## src/ccd_pkg.sv

```systemverilog
// Shared types and constants for the CR LF command deframer.
`timescale 1ns / 1ps

package ccd_pkg;

   localparam int MAX_COMMAND_BYTES = 32;
   localparam int ADDR_W = (MAX_COMMAND_BYTES > 1) ? $clog2(MAX_COMMAND_BYTES) : 1;
   localparam int FILL_W = $clog2(MAX_COMMAND_BYTES + 1);
   localparam int BYTE_W = 8;
   localparam int STAT_W = 2;
   localparam int LEN_W = 6;

   localparam int QUEUE_DEPTH = 4;
   localparam int QPTR_W = $clog2(QUEUE_DEPTH);
   localparam int QCNT_W = $clog2(QUEUE_DEPTH + 1);

   localparam logic [BYTE_W-1:0] CH_CR = 8'h0D;
   localparam logic [BYTE_W-1:0] CH_LF = 8'h0A;

   typedef enum logic [STAT_W-1:0] {
      STAT_DATA     = 2'd0,
      STAT_EMPTY    = 2'd1,
      STAT_OVERLONG = 2'd2
   } status_type;

   typedef enum logic [1:0] {
      OP_OPEN  = 2'd0,
      OP_DATA  = 2'd1,
      OP_CLOSE = 2'd2
   } op_type;

   typedef struct packed {
      op_type              op;
      logic [BYTE_W-1:0]   data;
   } cmd_type;

endpackage

```

## src/ccd_front.sv

```systemverilog
// Front end: byte acceptance and CR LF framing state machine.
`timescale 1ns / 1ps

module ccd_front (
   input  logic                       clock,
   input  logic                       reset,
   input  logic                       req_valid,
   output logic                       req_ready,
   input  logic [ccd_pkg::BYTE_W-1:0] req_rx_byte,
   input  logic                       q_full,
   output logic                       push,
   output ccd_pkg::cmd_type           push_cmd
);

   typedef enum logic [1:0] {
      PH_HUNT,
      PH_OPEN_CR,
      PH_BODY,
      PH_CLOSE_CR
   } phase_type;

   phase_type phase_ff;
   phase_type phase_in;
   logic      accept;
   logic      is_cr;
   logic      is_lf;

   assign req_ready = !q_full;
   assign accept    = req_valid && req_ready;
   assign is_cr     = (req_rx_byte == ccd_pkg::CH_CR);
   assign is_lf     = (req_rx_byte == ccd_pkg::CH_LF);

   always_comb begin
      phase_in      = phase_ff;
      push          = 1'b0;
      push_cmd.op   = ccd_pkg::OP_DATA;
      push_cmd.data = req_rx_byte;
      if (accept) begin
         unique case (phase_ff)
            PH_HUNT: begin
               if (is_cr) phase_in = PH_OPEN_CR;
            end
            PH_OPEN_CR: begin
               if (is_lf) begin
                  phase_in    = PH_BODY;
                  push        = 1'b1;
                  push_cmd.op = ccd_pkg::OP_OPEN;
               end else if (is_cr) begin
                  phase_in = PH_OPEN_CR;  // rescanned as a fresh opening CR
               end else begin
                  phase_in = PH_HUNT;
               end
            end
            PH_BODY: begin
               if (is_cr) begin
                  phase_in = PH_CLOSE_CR;
               end else begin
                  push        = 1'b1;
                  push_cmd.op = ccd_pkg::OP_DATA;
               end
            end
            PH_CLOSE_CR: begin
               phase_in = PH_HUNT;
               if (is_lf) begin
                  push        = 1'b1;
                  push_cmd.op = ccd_pkg::OP_CLOSE;
               end
            end
            default: phase_in = PH_HUNT;
         endcase
      end
   end

   always_ff @(posedge clock) begin
      if (reset) begin
         phase_ff <= PH_HUNT;
      end else begin
         phase_ff <= phase_in;
      end
   end

endmodule

```

## src/ccd_queue.sv

```systemverilog
// Short command queue between the front end and the back end.
`timescale 1ns / 1ps

module ccd_queue (
   input  logic             clock,
   input  logic             reset,
   input  logic             push,
   input  ccd_pkg::cmd_type push_cmd,
   output logic             full,
   input  logic             pop,
   output logic             head_valid,
   output ccd_pkg::cmd_type head_cmd
);

   ccd_pkg::cmd_type                  q_ff [ccd_pkg::QUEUE_DEPTH];
   logic [ccd_pkg::QPTR_W-1:0]        wr_ptr_ff;
   logic [ccd_pkg::QPTR_W-1:0]        rd_ptr_ff;
   logic [ccd_pkg::QCNT_W-1:0]        count_ff;

   assign full       = (count_ff == ccd_pkg::QCNT_W'(ccd_pkg::QUEUE_DEPTH));
   assign head_valid = (count_ff != '0);
   assign head_cmd   = q_ff[rd_ptr_ff];

   always_ff @(posedge clock) begin
      if (push) q_ff[wr_ptr_ff] <= push_cmd;
   end

   always_ff @(posedge clock) begin
      if (reset) begin
         wr_ptr_ff <= '0;
         rd_ptr_ff <= '0;
         count_ff  <= '0;
      end else begin
         if (push) wr_ptr_ff <= wr_ptr_ff + 1'b1;
         if (pop)  rd_ptr_ff <= rd_ptr_ff + 1'b1;
         unique case ({push, pop})
            2'b10:   count_ff <= count_ff + 1'b1;
            2'b01:   count_ff <= count_ff - 1'b1;
            default: count_ff <= count_ff;
         endcase
      end
   end

endmodule

```

## src/ccd_back.sv

```systemverilog
// Back end: command store, fill tracking and result emission.
`timescale 1ns / 1ps

module ccd_back (
   input  logic                       clock,
   input  logic                       reset,
   input  logic                       head_valid,
   input  ccd_pkg::cmd_type           head_cmd,
   output logic                       pop,
   output logic                       rsp_valid,
   input  logic                       rsp_ready,
   output logic [ccd_pkg::BYTE_W-1:0] rsp_out_byte,
   output logic [ccd_pkg::STAT_W-1:0] rsp_frame_status,
   output logic [ccd_pkg::LEN_W-1:0]  rsp_command_length,
   output logic                       rsp_last_of_frame
);

   typedef enum logic [1:0] {
      B_IDLE,
      B_FETCH,
      B_SEND
   } back_state_type;

   back_state_type                 state_ff;
   logic [ccd_pkg::BYTE_W-1:0]     store_mem [ccd_pkg::MAX_COMMAND_BYTES];
   logic [ccd_pkg::BYTE_W-1:0]     rd_data_ff;
   logic [ccd_pkg::FILL_W-1:0]     fill_ff;
   logic [ccd_pkg::FILL_W-1:0]     idx_ff;
   logic                           ovf_ff;

   logic                           rsp_valid_ff;
   logic [ccd_pkg::BYTE_W-1:0]     out_byte_ff;
   ccd_pkg::status_type            status_ff;
   logic [ccd_pkg::LEN_W-1:0]      length_ff;
   logic                           last_ff;

   logic                           out_free;
   logic                           room;
   logic                           close_short;
   logic                           mem_we;
   logic                           idx_last;

   assign out_free    = !rsp_valid_ff || rsp_ready;
   assign room        = (fill_ff < ccd_pkg::FILL_W'(ccd_pkg::MAX_COMMAND_BYTES));
   assign close_short = (head_cmd.op == ccd_pkg::OP_CLOSE) && (ovf_ff || fill_ff == '0);
   assign pop         = (state_ff == B_IDLE) && head_valid && (!close_short || out_free);
   assign mem_we      = (state_ff == B_IDLE) && head_valid
                        && (head_cmd.op == ccd_pkg::OP_DATA) && room;
   assign idx_last    = ((idx_ff + 1'b1) == fill_ff);

   // store: one write port, one registered read port
   always_ff @(posedge clock) begin
      if (mem_we) store_mem[fill_ff[ccd_pkg::ADDR_W-1:0]] <= head_cmd.data;
      rd_data_ff <= store_mem[idx_ff[ccd_pkg::ADDR_W-1:0]];
   end

   always_ff @(posedge clock) begin
      if (reset) begin
         state_ff     <= B_IDLE;
         fill_ff      <= '0;
         ovf_ff       <= 1'b0;
         idx_ff       <= '0;
         rsp_valid_ff <= 1'b0;
      end else begin
         if (rsp_ready) rsp_valid_ff <= 1'b0;
         unique case (state_ff)
            B_IDLE: begin
               if (head_valid) begin
                  unique case (head_cmd.op)
                     ccd_pkg::OP_OPEN: begin
                        fill_ff <= '0;
                        ovf_ff  <= 1'b0;
                     end
                     ccd_pkg::OP_DATA: begin
                        if (room) fill_ff <= fill_ff + 1'b1;
                        else      ovf_ff  <= 1'b1;
                     end
                     ccd_pkg::OP_CLOSE: begin
                        if (close_short) begin
                           if (out_free) begin
                              rsp_valid_ff <= 1'b1;
                              out_byte_ff  <= '0;
                              status_ff    <= ovf_ff ? ccd_pkg::STAT_OVERLONG
                                                     : ccd_pkg::STAT_EMPTY;
                              length_ff    <= '0;
                              last_ff      <= 1'b1;
                           end
                        end else begin
                           idx_ff   <= '0;
                           state_ff <= B_FETCH;
                        end
                     end
                     default: state_ff <= B_IDLE;
                  endcase
               end
            end
            B_FETCH: begin
               state_ff <= B_SEND;
            end
            B_SEND: begin
               if (out_free) begin
                  rsp_valid_ff <= 1'b1;
                  out_byte_ff  <= rd_data_ff;
                  status_ff    <= ccd_pkg::STAT_DATA;
                  length_ff    <= ccd_pkg::LEN_W'(fill_ff);
                  last_ff      <= idx_last;
                  idx_ff       <= idx_ff + 1'b1;
                  state_ff     <= idx_last ? B_IDLE : B_FETCH;
               end
            end
            default: state_ff <= B_IDLE;
         endcase
      end
   end

   assign rsp_valid          = rsp_valid_ff;
   assign rsp_out_byte       = out_byte_ff;
   assign rsp_frame_status   = status_ff;
   assign rsp_command_length = length_ff;
   assign rsp_last_of_frame  = last_ff;

endmodule

```

## src/crlf_command_deframer.sv

```systemverilog
// Top level of the CR LF command deframer: front end, command queue, back end.
`timescale 1ns / 1ps
// Throughput: one rx beat per cycle while the 4-entry command queue has room.
// A closing CR LF yields n data beats, each read from the store and then
// moved into the output register, as the command store has a single read port.
// An empty/overlong result skips the store read; a data frame reads it first.
// Reset (synchronous, active high) returns to hunting and empties the queue;
// the command store is not cleared, since only written entries are read.

module crlf_command_deframer (
   input  logic                       clock,
   input  logic                       reset,
   input  logic                       req_valid,
   output logic                       req_ready,
   input  logic [ccd_pkg::BYTE_W-1:0] req_rx_byte,
   output logic                       rsp_valid,
   input  logic                       rsp_ready,
   output logic [ccd_pkg::BYTE_W-1:0] rsp_out_byte,
   output logic [ccd_pkg::STAT_W-1:0] rsp_frame_status,
   output logic [ccd_pkg::LEN_W-1:0]  rsp_command_length,
   output logic                       rsp_last_of_frame
);

   // front to queue
   logic             push;
   ccd_pkg::cmd_type push_cmd;
   logic             q_full;

   // queue to back
   logic             pop;
   logic             head_valid;
   ccd_pkg::cmd_type head_cmd;

   // Front: tracks the CR LF phase and turns rx beats into open / data /
   // close commands (nothing for CR beats, broken framing, or while hunting).
   ccd_front u_front (
      .clock       (clock),
      .reset       (reset),
      .req_valid   (req_valid),
      .req_ready   (req_ready),
      .req_rx_byte (req_rx_byte),
      .q_full      (q_full),
      .push        (push),
      .push_cmd    (push_cmd)
   );

   // Queue decouples byte intake from the result burst.
   ccd_queue u_queue (
      .clock      (clock),
      .reset      (reset),
      .push       (push),
      .push_cmd   (push_cmd),
      .full       (q_full),
      .pop        (pop),
      .head_valid (head_valid),
      .head_cmd   (head_cmd)
   );

   // Back: owns the store, fill count and overflow flag; plays out frames.
   ccd_back u_back (
      .clock              (clock),
      .reset              (reset),
      .head_valid         (head_valid),
      .head_cmd           (head_cmd),
      .pop                (pop),
      .rsp_valid          (rsp_valid),
      .rsp_ready          (rsp_ready),
      .rsp_out_byte       (rsp_out_byte),
      .rsp_frame_status   (rsp_frame_status),
      .rsp_command_length (rsp_command_length),
      .rsp_last_of_frame  (rsp_last_of_frame)
   );

endmodule

```

## config.mk

```make
export PLATFORM = sky130hd
export DESIGN_NAME = crlf_command_deframer
export DESIGN_NICKNAME = d
export VERILOG_FILES = /design/src/ccd_pkg.sv /design/src/ccd_front.sv /design/src/ccd_queue.sv /design/src/ccd_back.sv /design/src/crlf_command_deframer.sv
export SDC_FILE = /design/constraint.sdc
export NUM_CORES = 1
export LEC_CHECK = 0
export ABC_CLOCK_PERIOD_IN_PS = 3300
export BUFFER_PORTS_ARGS = -buffer_cell sky130_fd_sc_hd__buf_2
export CORE_UTILIZATION = 50
export CTS_CLUSTER_SIZE = 20
export DETAILED_ROUTE_END_ITERATION = 16
export PLACE_DENSITY = 0.71
export SLEW_MARGIN = 30
export SYNTH_ARGS = -nofsm -noshare
export SYNTH_HDL_FRONTEND = slang
export SYNTH_SLANG_ARGS = --single-unit
```

## constraint.sdc

```tcl
create_clock -name clock -period 3.3 [get_ports clock]
set_clock_uncertainty 0.05 [all_clocks]
set_input_delay 0.495 -clock clock [delete_from_list [all_inputs] [get_ports clock]]
set_output_delay 0.495 -clock clock [all_outputs]
set_load 0.005 [all_outputs]
```

# --- Word level (Yosys, flattened, before mapping) ---
# Memories as Yosys holds them, arrays and structs flattened. A register that Yosys moved wholly into a read port is not among the register bits.
# Index checks and enable logic that the tools add are counted.
classes:
  n_reduce_logical: 28
  n_lt_le_gt_ge: 1
  addsub: 6
  mux: 66
  n_eq_ne: 25
  bitwise: 1
op_table:
  columns: ["operator", "n"]
  rows:
  - ["2-to-1 mux 6 bit", 10]
  - ["2-to-1 mux 8 bit", 5]
  - ["case mux 6 bit (2 select lines)", 3]
  - ["2-to-1 mux 2 bit", 16]
  - ["2-to-1 mux 1 bit", 21]
  - ["== test 8 x 4 -> 1 bit, second input constant", 2]
  - ["inequality test 2 x 1 -> 1 bit, second input constant", 8]
  - ["case mux 8 bit (2 select lines)", 1]
  - ["adder 6 x 1 -> 6 bit, second input constant", 2]
  - ["case mux 2 bit (2 select lines)", 3]
  - ["AND reduction 4 bit", 3]
  - ["== test 2 bit, second input constant", 5]
  - ["== test 2 x 1 -> 1 bit, second input constant", 4]
  - ["case mux 1 bit (2 select lines)", 4]
  - ["case mux 2 bit (4 select lines)", 1]
  - ["AND reduction 7 bit", 1]
  - ["== test 6 bit", 1]
  - ["logical AND 1 bit", 6]
  - ["logical NOT 2 bit", 3]
  - ["logical NOT 6 bit", 1]
  - ["less-than comparator 6 bit, second input constant", 1]
  - ["inequality test 2 bit, second input constant", 3]
  - ["case mux 2 bit (3 select lines)", 1]
  - ["case mux 3 bit (2 select lines)", 1]
  - ["13 further kinds", 21]
word_totals:
  mem_bits_rw: 296
  out_inout_bits: 19
  regBits: 42
  memories: 2
  in_bits: 12
  wordCells: 142
mem_list:
  columns: ["memory", "depth", "word_bits", "rd", "rd_ports_with_merged_regs", "wr", "line", "text"]
  rows:
  - ["u_back.store_mem", 32, 8, 1, 1, 1, "ccd_back.sv:25", "logic [ccd_pkg::BYTE_W-1:0] store_mem [ccd_pkg::MAX_COMMAND_BYTES];"]
  - ["u_queue.q_ff", 4, 10, 1, 1, 1, "ccd_queue.sv:15", "ccd_pkg::cmd_type q_ff [ccd_pkg::QUEUE_DEPTH];"]

# --- Longest topological paths before layout ---
# Gate-level depths: netlist (run 1).
logic_depth:
  depth_word: 8
  depth_mapped: 11
  depth_no_buf: 11

# --- Cells and area by module ---
# Synthesis (run 1) repeated with hierarchy kept, for this count alone.
hier_totals:
  cells_unflattened: 701
  hier_area_um2: 13847.0
by_module_without_submodules:
  columns: ["mod", "cells_each", "area_per_inst_um2", "n_inst"]
  rows:
  - ["ccd_back", 573, 11715.0, 1]
  - ["ccd_queue", 99, 1878.1, 1]
  - ["ccd_front", 29, 254.0, 1]

# --- Worst setup path after synthesis (run 1) ---
# Ideal clock, no wire load.
synth_path:
  kind: "register to register"
  startpoint: "register (tool-made name)"
  endpoint: "register u_queue.count_ff[2] (netlist bit)"
  setup_slack_ns: 0.427
  arrival_ns: 2.753
  setup_ns: 0.070
  required_ns: 3.180
  stages_incl_launch_ff: 11
  cell_sequence: "dfxtp_1 -> buf_4 -> mux4_2 -> and2b_1 -> a31oi_1 -> ha_1 -> inv_1 -> fa_1 -> xor2_1 -> or3_1 -> a21oi_1"
synth_lines:
  columns: ["element", "line", "text"]
  rows:
  - ["end signal, assigned", "ccd_queue.sv:37", "2'b10: count_ff <= count_ff + 1'b1;"]
  - ["end signal, assigned", "ccd_queue.sv:38", "2'b01: count_ff <= count_ff - 1'b1;"]
  - ["end signal, assigned", "ccd_queue.sv:39", "default: count_ff <= count_ff;"]
  - ["end, declared", "ccd_queue.sv:18", "logic [ccd_pkg::QCNT_W-1:0] count_ff;"]

# --- Worst setup path after layout (run 1) ---
layout_path:
  startpoint: "register u_back.fill_ff[0] (netlist bit)"
  endpoint: "register u_queue.count_ff[2] (netlist bit)"
layout_via:
  elab_chain_cells: 8
layout_lines:
  columns: ["element", "line", "text"]
  rows:
  - ["start, declared", "ccd_back.sv:27", "logic [ccd_pkg::FILL_W-1:0] fill_ff;"]
  - ["start signal, assigned", "ccd_back.sv:75", "if (room) fill_ff <= fill_ff + 1'b1;"]
  - ["logical NOT 6 bit (*)", "ccd_back.sv:45", "assign close_short = (head_cmd.op == ccd_pkg::OP_CLOSE) && (ovf_ff || fill_ff == '0);"]
  - ["logical OR 1 bit (*)", "ccd_back.sv:45", null]
  - ["logical AND 1 bit (*)", "ccd_back.sv:45", null]
  - ["logical NOT 1 bit (*)", "ccd_back.sv:46", "assign pop = (state_ff == B_IDLE) && head_valid && (!close_short || out_free);"]
  - ["logical OR 1 bit (*)", "ccd_back.sv:46", null]
  - ["logical AND 1 bit (*)", "ccd_back.sv:46", null]
  - ["via pop", "crlf_command_deframer.sv:30", "logic pop;"]
  - ["== test 2 x 1 -> 1 bit / == test 2 bit (equally long branches)", "ccd_queue.sv:36", "unique case ({push, pop})"]
  - ["case mux 3 bit (2 select lines) / nonzero test 2 bit (equally long branches)", null, null]
# The timed path passes the listed nets; every way through them passes the cells marked *.
# A chain may end at the register's enable or synchronous reset.

==> impl_metrics.env, run 1 <==
export IMPL_htree_levels=2
export IMPL_num_vias=6839
export IMPL_routabilityCongestion=0.794
export IMPL_rsz0062_at_grt="no"
export IMPL_postCtsHoldBufs=0
export IMPL_r2r_cells=11
export IMPL_layout_drive_gt1_share_pct=30.0
export IMPL_synth_area_mm2=0.0137
export IMPL_io_buffers=30
export IMPL_syn_avg_cell_area_um2=19.7
export IMPL_ir_drop_v=0.000523
export IMPL_max_freq_mhz=334
export IMPL_multi_input_area_mm2=0.00338
export IMPL_whs_path_depth=1
export IMPL_antenna_left=0
export IMPL_dr_pass1_iters=8
export IMPL_viasPerCell=5.94
export IMPL_syn_nets=718
export IMPL_period_minus_slack_ns=2.99
export IMPL_final_hold_violation_count=0
export IMPL_area_growth_pct=15.0
export IMPL_post_cts_buffers=0
export IMPL_grt_max_degree=51
export IMPL_r2r_start="u_back.fill_ff[0]"
export IMPL_worst_slew_pin_slew_ns=0.746
export IMPL_outcome="finished, final reports clean"
export IMPL_grt_pass1_vias=7205
export IMPL_first_iter_violations=660
export IMPL_core_area_mm2=0.0269
export IMPL_cp_max_fo=7
export IMPL_reg2reg_setup_slack_ns=0.31
export IMPL_crit_required_ns=3.69
export IMPL_routed_wl_mm=27.7
export IMPL_nets=808
export IMPL_diodes=0
export IMPL_finalSetupViolCount=0
export IMPL_clk_pin_slew_ns=0.06
export IMPL_hold_path_class="in -> reg"
export IMPL_dpl_cell_area_mm2=0.0145
export IMPL_postLayoutCellArea_mm2=0.0157
export IMPL_cts_root_buffer="clkbuf_16"
export IMPL_yosysUniqueCellTypes=49
export IMPL_die_x_um=167
export IMPL_rr_endpoint="u_queue.count_ff[2]"
export IMPL_slew_violations=0
export IMPL_clock_path_buffers=3
export IMPL_crit_path_start_kind="flop"
export IMPL_overflow=0
export IMPL_cts_tree="built"
export IMPL_ys_seq_elements=348
export IMPL_clk_latency_ns=0.52
export IMPL_start_util_pct=50.9
export IMPL_grt_usage_pct=20.5
export IMPL_maxCapViolCount=0
export IMPL_cp_arrival_ns=3.38
export IMPL_crit_path_end_kind="flop"
export IMPL_fin_crit_sh_pct=90.7
export IMPL_path_class="reg -> reg"
export IMPL_boundaryPins=31
export IMPL_fillers=1914
export IMPL_seqCellArea_mm2=0.0101
export IMPL_min_to="u_queue.q_ff[3][4]"
export IMPL_grt_pass1_wl_mm=42.9
export IMPL_ys_warn_count=0
export IMPL_synth_ff_type="edfxtp_1"
export IMPL_drc_errors=0
export IMPL_grt_antenna_before_repair=0
export IMPL_synth_async_reset_ratio_pct=0
export IMPL_fin_setup_tns_ns=0
export IMPL_relSlewSlack_pct=50.3
export IMPL_cts_resized_gates=0
export IMPL_syn_inst=695
export IMPL_clock_sinks=348
export IMPL_final_util_pct=58.6
export IMPL_power_density_mw_per_mm2=637
export IMPL_power_leakage_nw=5.00
export IMPL_numCtsBuffers=36
export IMPL_wl_per_cell_um=24.0
export IMPL_std_cell_rows=60
export IMPL_synth_seq_area_share_pct=73.8
export IMPL_hp_start="req_rx_byte[4]"
export IMPL_hpwlAfterDp_mm=17.3
export IMPL_die_h_um=167
export IMPL_dieArea_mm2=0.0280
export IMPL_synth_edf_count=313
==> worst max-delay path by stage <==
stage	start	end	slack, ns
after floorplan	flop	u_queue.count_ff[2]	0.43
after global placement	req_rx_byte[5]	u_queue.count_ff[2]	0.32
after detailed placement	req_rx_byte[5]	u_queue.count_ff[2]	0.28
after CTS	u_back.fill_ff[0]	u_queue.count_ff[2]	0.31
after global routing	u_back.fill_ff[0]	u_queue.count_ff[2]	0.13
final	u_back.fill_ff[0]	u_queue.count_ff[2]	0.31
==> cell families (layout without fill, tap and decap cells) <==
kind of cell / Yosys count / after routing / share of synthesized area (%)
simple gates: 144 / 144 / 5.22
mux: 99 / 99 / 15.7
fa+ha+maj: 11 / 11 / 1.06
xor+xnor: 16 / 16 / 1.02
compound gates: 34 / 34 / 1.71
flops: 348 / 348 / 73.8
buf+inv: 43 / 159 / 1.53
==> sequential cells by signal, summed over array words and instances (netlist names), 3 cells and up, named ones only <==
register                   flops
u_back.idx_ff                  6
u_queue.q_ff                  40
u_back.fill_ff                 6
u_back.rd_data_ff              8
u_back.rsp_command_length      6
u_queue.count_ff               3
u_back.store_mem             256
u_back.rsp_out_byte            8
==> cell usage after synthesis (2+ instances only) <==
master	n	area share, %
edfxtp_1	313	69
mux4_2	86	14
nor2_1	61	1.7
dfxtp_1	35	5.1
and2_1	20	0.91
clkbuf_1	16	0.44
nand2_1	15	0.41
a21oi_1	13	0.48
inv_1	13	0.36
ha_1	10	0.91
xor2_1	9	0.58
mux2_2	8	0.66
nand3_1	8	0.29
buf_2	7	0.26
nor3_1	7	0.26
xnor2_1	7	0.45
nor2b_1	6	0.27
a31oi_1	5	0.23
nand3b_1	5	0.27
o21ai_0	5	0.18
or3_1	5	0.23
mux4_1	4	0.77
buf_1	3	0.082
nand4_1	3	0.14
or2_2	3	0.14
and3b_1	2	0.13
nand2b_1	2	0.091
nor4_1	2	0.091
or3b_2	2	0.13
==> per-stage QoR <==
step | hold WS, ns | power [mW] | std cells | setup WS, ns
final | 0.167 | 10.0 | 1152 | 0.306
after global routing | 0.157 | 10.4 | 1152 | 0.130
after detailed placement | 0.442 | 6.08 | 1088 | 0.278
after global placement | 0.435 | 6.03 | 1088 | 0.323
after CTS | 0.150 | 10.1 | 1152 | 0.308
after floorplan | 0.417 | 5.74 | 695 | 0.427
==> critical path, cell delays in order, from the launching register on <==
cell and delay [ns]:
dfxtp_1 0.45, inv_1 0.14, ha_1 0.21, nor2b_1 0.15
a21o_1 0.24, a31oi_1 0.29, ha_1 0.25, inv_1 0.07
fa_1 0.44, xor2_1 0.16, or3_1 0.30, a21oi_1 0.14
==> final cells by class <==
| class | instances | share of cell area [%] |
|---|---|---|
| tap | 341 | 2.71 |
| sequential | 348 | 64.2 |
| clock inverter | 20 | 1.22 |
| multi-input combinational | 304 | 21.4 |
| inverter | 13 | 0.310 |
| timing repair buffer | 82 | 3.67 |
| clock buffer | 44 | 6.44 |
==> metal layers <==
layer / GRT usage [%] / share of wire, % / up-vias
met5: 0 / 0 / -
met4: 5.62 / 1.9 / 0
met3: 2.79 / 4.5 / 41
met2: 35.2 / 52 / 243
met1: 27.8 / 42 / 3579
li1: - / - / 2976
==> layout by cell type, fill, tap and decap left out, drive strengths merged, types with 2 or more instances in the layout <==
master,n
clkinvlp,2
nand3,8
and3b,2
nor3,7
buf,82
bufinv,3
dfxtp,35
xor2,9
inv,14
nor2b,6
o21ai,6
or3,5
clkbuf,44
a21oi,13
nor4,2
nand2b,2
or3b,2
ha,10
or2,3
and2,20
edfxtp,313
nand4,3
mux2,8
nor2,61
clkinv,14
a31oi,5
xnor2,7
mux4,90
nand2,15
nand3b,5
==> where the power goes <==
part	total, mW	switching [mW]	leakage, nW	internal, mW
sequential	5.20	0.0334	3.09	5.17
combinational	0.775	0.570	1.31	0.205
clock	4.05	1.62	0.595	2.43
Power figures use the tool's default switching activity.
==> inputs of run 2 (changes only) <==
--- a/config.mk
+++ b/config.mk
@@ -5,12 +5,12 @@
 export SDC_FILE = /design/constraint.sdc
 export NUM_CORES = 1
 export LEC_CHECK = 0
-export ABC_CLOCK_PERIOD_IN_PS = 3300
+export ABC_CLOCK_PERIOD_IN_PS = 3750
 export BUFFER_PORTS_ARGS = -buffer_cell sky130_fd_sc_hd__buf_2
-export CORE_UTILIZATION = 50
+export CORE_UTILIZATION = 53
 export CTS_CLUSTER_SIZE = 20
 export DETAILED_ROUTE_END_ITERATION = 16
-export PLACE_DENSITY = 0.71
+export PLACE_DENSITY = 0.74
 export SLEW_MARGIN = 30
 export SYNTH_ARGS = -nofsm -noshare
 export SYNTH_HDL_FRONTEND = slang
==> constraint.sdc (replaced) <==
create_clock -name clock -period 3.75 [get_ports clock]
set_clock_uncertainty 0.05 [all_clocks]
set_input_delay 0.5625 -clock clock [delete_from_list [all_inputs] [get_ports clock]]
set_output_delay 0.5625 -clock clock [all_outputs]
set_load 0.005 [all_outputs]
==> impl_metrics.env, run 2 (synthesized netlist as in run 1, its figures left out) <==
export IMPL_start_util_pct=54.2
export IMPL_max_freq_mhz=326
export IMPL_htree_levels=2
export IMPL_boundaryPins=31
export IMPL_fillers=1741
export IMPL_grt_antenna_before_repair=0
export IMPL_std_cell_rows=58
export IMPL_power_density_mw_per_mm2=562
export IMPL_grt_max_degree=33
export IMPL_path_class="reg -> reg"
export IMPL_layout_drive_gt1_share_pct=26.1
export IMPL_combPwrFrac_pct=7.6
export IMPL_final_hold_violation_count=0
export IMPL_worst_slew_pin_slew_ns=0.802
export IMPL_antenna_left=0
export IMPL_wl_per_cell_um=23.9
export IMPL_clk_latency_ns=0.50
export IMPL_grt_pass1_wl_mm=40.7
export IMPL_power_leakage_nw=4.80
export IMPL_io_buffers=30
export IMPL_cts_resized_gates=0
export IMPL_whs_ns=0.251
export IMPL_cts_root_buffer="clkbuf_16"
export IMPL_hpwlAfterDp_mm=16.9
export IMPL_hold_path_class="in -> reg"
export IMPL_viasPerCell=6.00
export IMPL_multi_input_area_mm2=0.00338
export IMPL_whs_path_depth=1
export IMPL_postCtsHoldBufs=0
export IMPL_crit_required_ns=3.83
export IMPL_relSlewSlack_pct=46.4
export IMPL_area_growth_pct=12.8
export IMPL_rsz0062_at_grt="no"
export IMPL_post_cts_buffers=0
export IMPL_routabilityCongestion=0.813
export IMPL_fin_crit_sh_pct=81.8
export IMPL_clock_sinks=348
export IMPL_die_h_um=163
export IMPL_core_area_mm2=0.0253
export IMPL_layout_common_cells="313 x edfxtp_1, 86 x mux4_2, 61 x nor2_1"
export IMPL_clkPwrFrac_pct=39.6
export IMPL_fin_setup_tns_ns=0
export IMPL_min_to="u_queue.q_ff[3][4]"
export IMPL_finalSetupViolCount=0
export IMPL_routed_wl_mm=26.6
export IMPL_reg2reg_setup_slack_ns=0.68
export IMPL_num_vias=6672
export IMPL_p_sw_mw=1.89
export IMPL_dieArea_mm2=0.0265
export IMPL_slew_violations=0
export IMPL_period_minus_slack_ns=3.07
export IMPL_rr_endpoint="u_back.store_mem[19][0]"
export IMPL_r2r_cells=5
export IMPL_path_cells="mux4_2, nor3_1, and3b_1, nand2_1, nor2_1"
export IMPL_switching_share_pct=21.8
export IMPL_hp_start="req_rx_byte[4]"
export IMPL_slowest_delay_ns=0.69
export IMPL_maxCapViolCount=0
export IMPL_grt_usage_pct=20.9
export IMPL_ir_drop_v=0.000419
export IMPL_layout_commonest_cell="edfxtp_1"
export IMPL_clk_pin_slew_ns=0.06
export IMPL_nets=779
export IMPL_final_util_pct=61.1
export IMPL_die_x_um=163
export IMPL_clock_path_buffers=3
export IMPL_largest_reg_flops=256
export IMPL_drc_errors=0
export IMPL_cts_tree="built"
export IMPL_cp_num_buf_inv=0
export IMPL_crit_path_start_kind="flop"
export IMPL_seqCellArea_mm2=0.0101
export IMPL_first_iter_violations=570
export IMPL_pwr_share_seq_pct=52.8
export IMPL_grt_pass1_vias=6991
export IMPL_overflow=0
export IMPL_outcome="finished, final reports clean"
export IMPL_cp_max_fo=10
export IMPL_diodes=0
export IMPL_dr_pass1_iters=5
export IMPL_cp_arrival_ns=3.15
export IMPL_crit_path_end_kind="flop"
export IMPL_slowest_stage="nor2_1"
export IMPL_numCtsBuffers=35
export IMPL_critPathTopFamily="simple AND/OR/NAND/NOR gates"
export IMPL_p_int_mw=6.79
-- run 2: final cells by class --
type	count	area share [%]
tap	330	2.67
multi-input combinational	304	21.9
clock inverter	20	1.25
clock buffer	43	6.14
timing repair buffer	54	2.30
sequential	348	65.4
inverter	13	0.316
-- run 2: how the worst max path moves through the flow --
stage | start | cells past startpoint | slack, ns | endpoint
2_1_floorplan | flop | 10 | 0.88 | u_queue.count_ff[2]
3_3_place_gp | req_rx_byte[5] | 11 | 0.61 | u_queue.count_ff[2]
3_5_place_dp | req_rx_byte[5] | 11 | 0.52 | u_queue.count_ff[2]
4_1_cts | flop | 5 | 0.69 | u_back.store_mem[19][0]
5_1_grt | flop | 5 | 0.50 | u_back.store_mem[30][3]
6_report | flop | 5 | 0.68 | u_back.store_mem[19][0]
-- run 2: metrics by stage --
stage	area [µm²]	power (mW)	std cells	setup WS, ns
global placement	14300	5.29	1049	0.612
CTS	15400	8.75	1112	0.691
global route	15400	8.95	1112	0.499
finish	15400	8.69	1112	0.683
floorplan	13700	5.05	695	0.877
detailed placement	14300	5.33	1049	0.517
-- run 2: routing by layer --
layer	track usage, %	vias up	wire [µm]
met5	0	-	0
met2	36.0	244	13800
met3	3.46	47	1540
met4	6.33	0	527
li1	-	2912	-
met1	27.4	3469	10700
-- run 2: power by group through the flow --
stage | Clock [mW] | Combinational, mW | Sequential (mW)
2_1_floorplan | 0 | 0.398 | 4.65
3_3_place_gp | 0 | 0.624 | 4.66
3_5_place_dp | 0 | 0.667 | 4.67
4_1_cts | 3.50 | 0.673 | 4.59
5_1_grt | 3.63 | 0.724 | 4.59
6_report | 3.44 | 0.657 | 4.59
==> inputs of run 3 (changes only) <==
--- a/config.mk
+++ b/config.mk
@@ -5,12 +5,12 @@
 export SDC_FILE = /design/constraint.sdc
 export NUM_CORES = 1
 export LEC_CHECK = 0
-export ABC_CLOCK_PERIOD_IN_PS = 3750
+export ABC_CLOCK_PERIOD_IN_PS = 2510
 export BUFFER_PORTS_ARGS = -buffer_cell sky130_fd_sc_hd__buf_2
 export CORE_UTILIZATION = 53
 export CTS_CLUSTER_SIZE = 20
 export DETAILED_ROUTE_END_ITERATION = 16
-export PLACE_DENSITY = 0.74
+export PLACE_DENSITY = 0.77
 export SLEW_MARGIN = 30
 export SYNTH_ARGS = -nofsm -noshare
 export SYNTH_HDL_FRONTEND = slang
==> constraint.sdc (replaced) <==
create_clock -name clock -period 2.51 [get_ports clock]
set_clock_uncertainty 0.05 [all_clocks]
set_input_delay 0.3765 -clock clock [delete_from_list [all_inputs] [get_ports clock]]
set_output_delay 0.3765 -clock clock [all_outputs]
set_load 0.005 [all_outputs]
==> impl_metrics.env, run 3 (synthesized netlist as in run 1, its figures left out) <==
export IMPL_outcome="finished, final reports clean"
export IMPL_boundaryPins=31
export IMPL_cp_arrival_ns=2.87
export IMPL_die_x_um=163
export IMPL_r2r_cells=9
export IMPL_path_class="reg -> reg"
export IMPL_final_setup_worst_slack_ns=0.0280
export IMPL_crit_path_start_kind="flop"
export IMPL_dr_pass1_iters=5
export IMPL_viasPerCell=5.85
export IMPL_worst_slew_pin_slew_ns=0.731
export IMPL_routed_wl_mm=27.2
export IMPL_met3_usage_pct=3.51
export IMPL_layout_common_cells="313 x edfxtp_1, 86 x mux4_2, 73 x buf_4"
export IMPL_hpwlAfterDp_mm=16.9
export IMPL_largest_reg_flops=256
export IMPL_slew_violations=0
export IMPL_post_cts_buffers=0
export IMPL_clk_pin_slew_ns=0.06
export IMPL_layout_drive_gt1_share_pct=32.3
export IMPL_grt_usage_pct=21.6
export IMPL_clock_sinks=348
export IMPL_wl_per_cell_um=23.3
export IMPL_fin_crit_sh_pct=98.9
export IMPL_core_area_mm2=0.0253
export IMPL_num_vias=6821
export IMPL_rsz0062_at_grt="yes"
export IMPL_layout_commonest_cell="edfxtp_1"
export IMPL_first_iter_violations=650
export IMPL_clock_path_buffers=3
export IMPL_grt_max_degree=52
export IMPL_whs_path_depth=1
export IMPL_grt_antenna_before_repair=0
export IMPL_path_cells="mux4_2, and2b_2, a31oi_4, ha_4, inv_2, fa_2, xor2_1, or3_1, a21oi_1"
export IMPL_final_util_pct=62.9
export IMPL_grt_met1_usage_pct=29.9
export IMPL_grt_pass1_wl_mm=41.9
export IMPL_whs_ns=0.0517
export IMPL_power_leakage_nw=5.08
export IMPL_grt_pass1_vias=7135
export IMPL_diodes=0
export IMPL_antenna_left=0
export IMPL_maxCapViolCount=0
export IMPL_finalSetupViolCount=0
export IMPL_start_util_pct=54.2
export IMPL_postCtsHoldBufs=0
export IMPL_max_freq_mhz=403
export IMPL_die_h_um=163
export IMPL_pre_cts_slack_ns=-0.0841
export IMPL_dieArea_mm2=0.0265
export IMPL_cts_root_buffer="clkbuf_16"
export IMPL_grtUsageMet2_pct=35.6
export IMPL_ir_drop_v=0.000640
export IMPL_hold_path_class="in -> reg"
export IMPL_drc_errors=0
export IMPL_crit_required_ns=2.90
export IMPL_slowest_delay_ns=0.50
export IMPL_globalRoute_busiestLayer="met2"
export IMPL_clk_latency_ns=0.51
export IMPL_htree_levels=2
export IMPL_routabilityCongestion=0.782
export IMPL_area_growth_pct=16.1
export IMPL_slowest_stage="mux4_2"
export IMPL_final_hold_violation_count=0
export IMPL_overflow=0
export IMPL_io_buffers=30
export IMPL_hp_start="req_rx_byte[7]"
export IMPL_relSlewSlack_pct=51.2
export IMPL_nets=833
export IMPL_std_cell_rows=58
export IMPL_power_density_mw_per_mm2=814
export IMPL_period_minus_slack_ns=2.48
export IMPL_cp_max_fo=2
export IMPL_cts_tree="built"
export IMPL_numCtsBuffers=35
export IMPL_crit_path_end_kind="flop"
## run 3: cell types whose count changed in the layout (fill, tap and decap cells not counted), moves of 2 or more
cell	previous run	this run
clkbuf_8	0	3
bufinv_16	4	2
clkbuf_1	6	9
clkbuf_16	37	35
clkinv_2	3	6
buf_4	22	73
clkinv_1	11	4
buf_12	2	5
## run 3: metal layers
metal	vias up	part of all wire (%)
li1	3021	-
met1	3553	42
met2	208	51
met3	39	5.4
met4	0	2.0
met5	-	0
## run 3: what timing repair did
action	4_1_cts	5_1_grt
endpoints found under the setup margin	11	1
pin swaps	2	0
gates resized for setup	3	0
## run 3: worst paths after layout
check,endpoint,slack (ns)
worst max-delay path,u_queue.count_ff[2],0.03
worst min-delay path,u_queue.q_ff[1][7],0.05
worst max register to register,u_queue.count_ff[2],0.03
worst min register to register,u_back.rsp_out_byte[5],0.45
## run 3: critical path, delay by kind of cell, from the launching register on
family | cells | cell delay [ns]
buffers and inverters | 1 | 0.03
adders and majority gates | 2 | 0.49
AOI/OAI and AO/OA | 2 | 0.30
muxes | 1 | 0.50
DFF | 1 | 0.34
xor gates and xnor gates | 1 | 0.15
and+or+nand+nor | 2 | 0.55
## run 3: metrics by stage
stage | area [µm²] | std cells | TNS (ns) | power (mW)
after detailed placement | 14800 | 1103 | -0.0841 | 8.08
after floorplan | 13700 | 695 | -0.263 | 7.58
after global routing | 15900 | 1166 | -0.0616 | 13.3
after CTS | 15900 | 1166 | 0 | 13.0
after global placement | 14800 | 1103 | -0.0507 | 8.00
final | 15900 | 1166 | 0 | 12.9
## run 3: layout make-up
type	instances	area, µm²
timing repair buffer	108	798
clock buffer	47	951
multi-input combinational	304	3420
inverter	13	48.8
clock inverter	16	149
tap	330	413
fill	1654	9370
sequential	348	10100
## run 3: report_power, final
part / switching (mW) / internal, mW / leakage, nW
sequential: 0.0427 / 6.80 / 3.09
clock: 2.08 / 2.89 / 0.536
combinational: 0.774 / 0.355 / 1.45
